## src/rtl/rme_pkg.sv

```systemverilog
// Package for the rotation matrix to Euler angle block.
// Holds shared widths, the arctangent table, the square-root step and the sideband types.
package rme_pkg;

	localparam int XW        = 34;   // CORDIC x/y datapath, operands scaled by 2^14
	localparam int ZW        = 36;   // angle accumulator, 2^-30 rad units
	localparam int OPW       = 17;   // atan2 operand width
	localparam int SQW       = 30;   // square-root work width
	localparam int LANES     = 3;    // pitch, roll, yaw
	localparam int TABLE_LEN = 24;
	localparam int ONE_Q14   = 16384;
	localparam int LOCK_MAX  = 81;   // c <= 81.92 counts means gimbal lock
	localparam int SQ_ITERS     = 15;
	localparam int SQ_PER_STAGE = 3;
	localparam int SQ_STAGES    = SQ_ITERS / SQ_PER_STAGE;

	localparam int LANE_PITCH = 0;
	localparam int LANE_ROLL  = 1;
	localparam int LANE_YAW   = 2;

	localparam logic signed [ZW-1:0] PI_ACC = ZW'(64'sd3373259426);

	typedef logic signed [OPW-1:0] op_t;
	typedef logic signed [ZW-1:0]  ang_t;

	typedef struct packed {
		logic [SQW-1:0] n;
		logic [SQW-1:0] root;
	} sq_st_t;

	// sideband carried through the square-root pipe
	typedef struct packed {
		logic               pos_c;
		logic signed [15:0] s;
		logic signed [15:0] e0;
		logic signed [15:0] e1;
		logic signed [15:0] e4;
		logic signed [15:0] e5;
		logic signed [15:0] e9;
		logic signed [15:0] e10;
		logic signed [31:0] tx;
		logic signed [31:0] ty;
		logic signed [31:0] tz;
	} sq_tag_t;

	// sideband carried through the CORDIC pipe
	typedef struct packed {
		logic               pos_c;
		logic               lock;
		logic signed [31:0] tx;
		logic signed [31:0] ty;
		logic signed [31:0] tz;
	} cr_tag_t;

	function automatic ang_t atan_entry(input int unsigned i);
		ang_t r;
		case (i)
			0:  r = ZW'(843314856);
			1:  r = ZW'(497837829);
			2:  r = ZW'(263043836);
			3:  r = ZW'(133525158);
			4:  r = ZW'(67021686);
			5:  r = ZW'(33543515);
			6:  r = ZW'(16775850);
			7:  r = ZW'(8388437);
			8:  r = ZW'(4194282);
			9:  r = ZW'(2097149);
			10: r = ZW'(1048575);
			11: r = ZW'(524287);
			12: r = ZW'(262143);
			13: r = ZW'(131071);
			14: r = ZW'(65535);
			15: r = ZW'(32767);
			16: r = ZW'(16383);
			17: r = ZW'(8191);
			18: r = ZW'(4095);
			19: r = ZW'(2047);
			20: r = ZW'(1023);
			21: r = ZW'(511);
			22: r = ZW'(255);
			23: r = ZW'(127);
			default: r = '0;
		endcase
		return r;
	endfunction

	// one digit of the restoring square root; step k tests bit 2^(28-2k)
	function automatic sq_st_t sqrt_iter(input sq_st_t a, input int unsigned k);
		sq_st_t         r;
		logic [SQW-1:0] b;
		logic [SQW-1:0] t;
		b = SQW'(1) << (28 - 2 * k);
		t = a.root + b;
		if (a.n >= t) begin
			r.n    = a.n - t;
			r.root = (a.root >> 1) + b;
		end else begin
			r.n    = a.n;
			r.root = a.root >> 1;
		end
		return r;
	endfunction

endpackage

```

## src/rtl/rme_isqrt.sv

```systemverilog
// Pipelined integer square root of 2^28 - s^2, three digits per stage.
// Depends on rme_pkg.
module rme_isqrt import rme_pkg::*; (
	input  logic           clk,
	input  logic           arst_n,
	input  logic           adv,
	input  logic           in_vld,
	input  logic [28:0]    sq,
	input  sq_tag_t        in_tag,
	output logic           out_vld,
	output logic [14:0]    root,
	output sq_tag_t        out_tag
);

	sq_st_t  st_s  [SQ_STAGES];
	sq_tag_t tag_s [SQ_STAGES];
	logic    vld_s [SQ_STAGES];

	for (genvar g = 0; g < SQ_STAGES; g++) begin : g_st
		sq_st_t  st_in;
		sq_st_t  st_nx;
		sq_tag_t tag_in;
		logic    vld_in;

		if (g == 0) begin : g_first
			assign st_in.n    = (SQW'(1) << 28) - SQW'(sq);
			assign st_in.root = '0;
			assign tag_in     = in_tag;
			assign vld_in     = in_vld;
		end else begin : g_rest
			assign st_in  = st_s[g-1];
			assign tag_in = tag_s[g-1];
			assign vld_in = vld_s[g-1];
		end

		always_comb begin
			st_nx = st_in;
			for (int j = 0; j < SQ_PER_STAGE; j++)
				st_nx = sqrt_iter(st_nx, g * SQ_PER_STAGE + j);
		end

		always_ff @(posedge clk or negedge arst_n) begin
			if (!arst_n) begin
				vld_s[g] <= 1'b0;
			end else if (adv) begin
				vld_s[g] <= vld_in;
			end
		end

		always_ff @(posedge clk) begin
			if (adv) begin
				st_s[g]  <= st_nx;
				tag_s[g] <= tag_in;
			end
		end
	end

	assign out_vld = vld_s[SQ_STAGES-1];
	assign root    = st_s[SQ_STAGES-1].root[14:0];
	assign out_tag = tag_s[SQ_STAGES-1];

endmodule

```

## config.mk

```make
export PLATFORM = sky130hd
export DESIGN_NAME = rme_isqrt
export DESIGN_NICKNAME = d
export VERILOG_FILES = /design/src/rtl/rme_pkg.sv /design/src/rtl/rme_isqrt.sv
export SDC_FILE = /design/constraint.sdc
export NUM_CORES = 1
export LEC_CHECK = 0
export ABC_AREA = 1
export ABC_CLOCK_PERIOD_IN_PS = 15300
export BUFFER_PORTS_ARGS = -buffer_cell sky130_fd_sc_hd__buf_2
export CAP_MARGIN = 20
export CELL_PAD_IN_SITES_DETAIL_PLACEMENT = 1
export CELL_PAD_IN_SITES_GLOBAL_PLACEMENT = 2
export CORE_AREA = 3 3 347 349
export CTS_CLUSTER_SIZE = 16
export DETAILED_ROUTE_END_ITERATION = 7
export DIE_AREA = 0 0 350 352
export GPL_TIMING_DRIVEN = 0
export PLACE_DENSITY = 0.83
export SYNTH_ARGS = -nofsm -noshare
export SYNTH_HDL_FRONTEND = slang
export SYNTH_SLANG_ARGS = --single-unit
```

## constraint.sdc

```tcl
create_clock -name clk -period 15.3 [get_ports clk]
set_input_delay 2.295 -clock clk [delete_from_list [all_inputs] [get_ports clk]]
set_output_delay 2.295 -clock clk [all_outputs]
set_load 0.05 [all_outputs]
```

Word level (Yosys, flattened, before mapping)
Memories as Yosys holds them, arrays and structs flattened.
Cells that the tools add are included.
{ "word_totals": {"register_bits": 5, "mem_bits_rw": 1345, "in_bits": 242, "word_cells": 83, "memories": 2} }
{ "classes": {"n_addsub": 44, "order_cmp": 15, "mux": 17} }
{ "mem_list": {"columns": ["name", "words", "width", "read_ports", "rd_ports_with_merged_regs", "wr", "line", "source"], "rows": [
  ["tag_s", 5, 209, 5, 0, 5, "rme_isqrt.sv:16", "sq_tag_t tag_s [SQ_STAGES];"],
  ["st_s", 5, 60, 5, 0, 5, "rme_isqrt.sv:15", "sq_st_t st_s [SQ_STAGES];"]
]} }
{ "op_table": {"columns": ["op", "count"], "rows": [
  ["$mux W60", 15],
  ["$ge A30 B30 Y1", 14],
  ["$sub A30 B30 Y30", 14],
  ["$add A29 B1 Y30 const B", 1],
  ["$add A29 B11 Y30 const B", 1],
  ["$add A29 B13 Y30 const B", 1],
  ["$add A29 B15 Y30 const B", 1],
  ["$add A29 B17 Y30 const B", 1],
  ["$add A29 B19 Y30 const B", 1],
  ["$add A29 B21 Y30 const B", 1],
  ["$add A29 B23 Y30 const B", 1],
  ["$add A29 B25 Y30 const B", 1],
  ["$add A29 B27 Y30 const B", 1],
  ["$add A29 B3 Y30 const B", 1],
  ["$add A29 B5 Y30 const B", 1],
  ["$add A29 B7 Y30 const B", 1],
  ["$add A29 B9 Y30 const B", 1],
  ["$add A30 B1 Y30 const B", 1],
  ["$add A30 B11 Y30 const B", 1],
  ["$add A30 B13 Y30 const B", 1],
  ["$add A30 B15 Y30 const B", 1],
  ["$add A30 B17 Y30 const B", 1],
  ["$add A30 B19 Y30 const B", 1],
  ["$add A30 B21 Y30 const B", 1],
  ["other kinds (11)", 12]
]} }

Longest topological paths before layout
An unclocked memory read counts as a cell.
{ "logic_depth": {"ltp_word": 10, "ltp_mapped": 42, "depth_no_buf": 38} }

Worst setup path after synthesis
No wires, ideal clock.
{ "synth_path": {"path_type": "input to register", "start": "input sq[0]", "end": "memory st_s[0][57] (netlist bit) (data pin)", "arrival_time_ns": 5.921, "required_ns": 15.048, "path_slack_ns": 9.127, "stages": 31, "n_path_buf": 0, "cell_sequence": "inv_1 > nand3_1 > nor3_2 > nand3_1 > inv_1 > nand2_1 > nor2_2 > nand2_1 > nor2_1 > nand2_1 > xor2_1 > ha_1 > nand4_1 > nor2_1 > nand3_1 > nand2_1 > inv_1 > ha_1 > nor2_1 > nand2_2 > nand2_1 > o21ai_0 > ha_1 > inv_1 > nor2_1 > nand2_1 > nor4_1 > nand3b_1 > nor2_2 > nand2_1 > nand2_1"} }
{ "synth_rtl": {"columns": ["element", "line", "source"], "rows": [
  ["from (decl)", "rme_isqrt.sv:8", "input logic [28:0] sq,"],
  ["to (decl)", "rme_isqrt.sv:15", null]
]} }

==> summary.txt <==
Status
  • Status: finished clean

STA
  • Fin Hold WS: ~0.38 ns
  • Worst clock skew: 0.0544 ns
  • Worst Max-Slew Pin Slew: 0.972 ns
  • Slew Viols, Final: 0
  • Worst rel slew slack: 35.2%
  • RSZ-0062 raised after global routing: no
  • Fin crit period: 7.60 ns
  • Worst setup margin: 7.70 ns
  • Endpoints failing setup: 0
  • Period utilisation layout: about half
  • Hold Vio Cnt, Final: 0
  • FMAX: ~0.13 GHz
  • Fin Setup TNS: 0 ns

Placement
  • Placed cells: roughly 5.8k
  • Dpl ws: 7.65 ns
  • Post-Place Cell Area: ~54000 sq um
  • GP Congestion: 0.868
  • IO Port Bufs: between 400 and 500
  • DP HPWL: 90300 um

Clock tree
  • Skew-Pair Late Insertion Delay: 0.74 ns
  • CTS resizes: 0
  • Hold-fix buffers at CTS: 0
  • Clock sinks: 1215
  • H-tree depth: 3
  • Post-CTS setup repair buffer count: 0
  • Cts bufs inserted: 121
  • CTS Root Cell: clkbuf_16
  • Buffers from clock root to sink, at most: 3
  • Worst-path clk slew: 0.06 ns
  • CTS tree: yes

Critical path
  • CP Launch Point: st_s[0][81]
  • Worst r2r src: st_s[0][81]
  • Most frequent CP cell: nand2_1
  • Worst setup path category: reg2reg
  • Critical Path Fanout Max: 11
  • Setup crit end kind: flip-flop
  • CP Launch Type: flip-flop
  • Crit-path max cell delay: 0.45 ns
  • Critical path required time: 15.74 ns
  • CP arrival: 8.05 ns
  • Crit-path slowest cell: edfxtp_1

Finish
  • Most frequent cells in the layout: edfxtp_1 (1210), nand2_1 (761), buf_2 (473), inv_1 (371), nor2_1 (324)
  • Layout cells sized above 1: 17.1%
  • Nets: 4731
  • Final Non-Filler Cells: 6004
  • Commonest non-fill, non-tap cell in the layout: edfxtp_1
  • Fillers: 12.0k
  • P&R area growth vs syn: 17.1%
  • Post-route cell area: 57800 sq um

Routing
  • Vias: ~30k
  • Metal-1 WL: around 48000 um
  • DRT Pass-1 Iters: 5
  • Met2 wire length: 61600 um
  • Vias per cell: about 4.9
  • Met3 WL: 7510 um
  • WL/cell: 20.1 um
  • Drt total wl: roughly 120000 um
  • Starting DRT DRC Count: roughly 1.7k
  • Top sig layer: met5
  • DRC violations left: 0
  • Routed Antenna Nets: 0

Die
  • Die width: 350 um
  • FP Rows: around 130
  • Die height: 352 um
  • Initial Utilization: 41.9%
  • Die area: 123000 sq um
  • I/O pins: 467
  • Core area: 118000 sq um

Global routing
  • Number of global-route vias before repair: 31.3k
  • First-pass GRT wire length: approximately 180000 um
  • GRT overflow: 0
  • Largest net degree at the start of global routing: between 150 and 200
  • Initial antenna violation count: 42
  • Total GRT Usage: 19.4%

Power and ir drop
  • Part of the power in combinational logic: 30.3%
  • Reg power frac: between 40% and 50%
  • Pint: 0.00662 W
  • Net Switching: 0.00352 W
  • Pwr Density: 175 nW/um^2
  • P_leak: approximately 23 nW
  • VDD IR-drop max: 0.000125 V
  • Sw frac: about a third
  • Clock share of power: roughly 28%

Logic synthesis
  • Mapped Area: 49400 sq um
  • Seq/Total Area, Yosys: between 70% and 80%
  • Mean Syn Cell Area: 13.2 sq um
  • Syn_nets: around 4.1k
  • Syn Inst Count: around 3.8k
  • Post-synthesis register bit count: about 1.2k
  • EDFF count, synth: 1210
  • Fraction of registers with async set/reset: 0.412%
  • YS warnings: 0
  • Predominant post-synthesis flop cell: edfxtp_1
  • Unique masters post-synth: 52

Min path
  • Min-delay worst type: reg2reg
  • Hold Path Origin: tag_s[3][173]

Flow run
  • Max_cap viols: 0
final timing paths:
path	endpoint	slack, ns	cells after the start
worst min-delay path	tag_s[4][173]	0.38	0
worst min register to register	tag_s[4][173]	0.38	0
worst max-delay path	st_s[0][165]	7.70	37
min in group asynchronous	g_st[1].vld_in	1.38	1
max in group asynchronous	g_st[2].vld_in	13.78	1
worst max register to register	st_s[0][165]	7.70	37
synthesized netlist by cell type (41+ instances only):
cell type | n | area share (%)
nand4_1 | 71 | 0.90
a21oi_1 | 109 | 1.1
edfxtp_1 | 1210 | 74
nor2_1 | 324 | 2.5
inv_1 | 371 | 2.8
nor3_1 | 41 | 0.42
nand3_1 | 233 | 2.4
o21ai_0 | 117 | 1.2
xor2_1 | 66 | 1.2
ha_1 | 143 | 3.6
xnor2_1 | 49 | 0.87
nand2_1 | 761 | 5.8
critical path: cells and delay by family, from the launching register on:
family                   cells  cell delay, ns
AO/OA/AOI/OAI                5            1.39
adder cells (fa/ha/maj)      3            1.23
buffers and inverters       11            1.62
flip-flops                   1            0.45
AND/OR/NAND/NOR             18            2.62
registers in the layout, indices dropped and copies added, names as in the netlist:
signal and count:
tag_s 1045, st_s 165, g_st.vld_in 4, out_vld 1
metal layers:
| metal | track usage [%] | up-vias |
|---|---|---|
| met2 | 34.2 | 628 |
| li1 | - | 14443 |
| met5 | 0 | - |
| met4 | 6.39 | 36 |
| met1 | 22.9 | 14330 |
| met3 | 5.34 | 212 |
cell families (layout without fill, tap and decap cells):
logic type | count (synthesis) | count (layout) | share of synthesized area (%)
DFF | 1215 | 1215 | 73.8
buffers and inverters | 413 | 1108 | 3.25
AOI/OAI and AO/OA | 313 | 313 | 3.54
other | 0 | 23 | 0
and+or+nand+nor | 1550 | 1550 | 13.7
adders and majority gates | 143 | 143 | 3.62
xor gates and xnor gates | 115 | 115 | 2.04
muxes | 1 | 1 | 0.0228
through the flow:
stage               util (%)  power [W]
floorplan                  -    0.00636
detailed placement      45.7    0.00732
global route            49.1     0.0108
CTS                     49.1     0.0102
global placement        45.6    0.00735
finish                  49.1     0.0101
power by group through the flow:
stage               sequential (W)  combinational (W)  clock [W]
global placement           0.00435            0.00300          0
finish                     0.00419            0.00307    0.00288
global route               0.00422            0.00348    0.00310
detailed placement         0.00426            0.00306          0
floorplan                  0.00430            0.00207          0
CTS                        0.00420            0.00308    0.00296
area by class of cell:
| class | instances | area (sq um) | area share [%] |
|---|---|---|---|
| Inverter | 384 | 1440 | 2.49 |
| Antenna cell | 23 | 57.6 | 0.0995 |
| Sequential cell | 1215 | 36500 | 63.0 |
| Multi-Input combinational cell | 2122 | 11300 | 19.6 |
| Tap cell | 1536 | 1920 | 3.32 |
| Clock buffer | 139 | 3120 | 5.39 |
| Buffer | 29 | 164 | 0.283 |
| Clock inverter | 83 | 796 | 1.38 |
| Timing Repair Buffer | 473 | 2540 | 4.39 |
(Power assumes the default switching activity.)
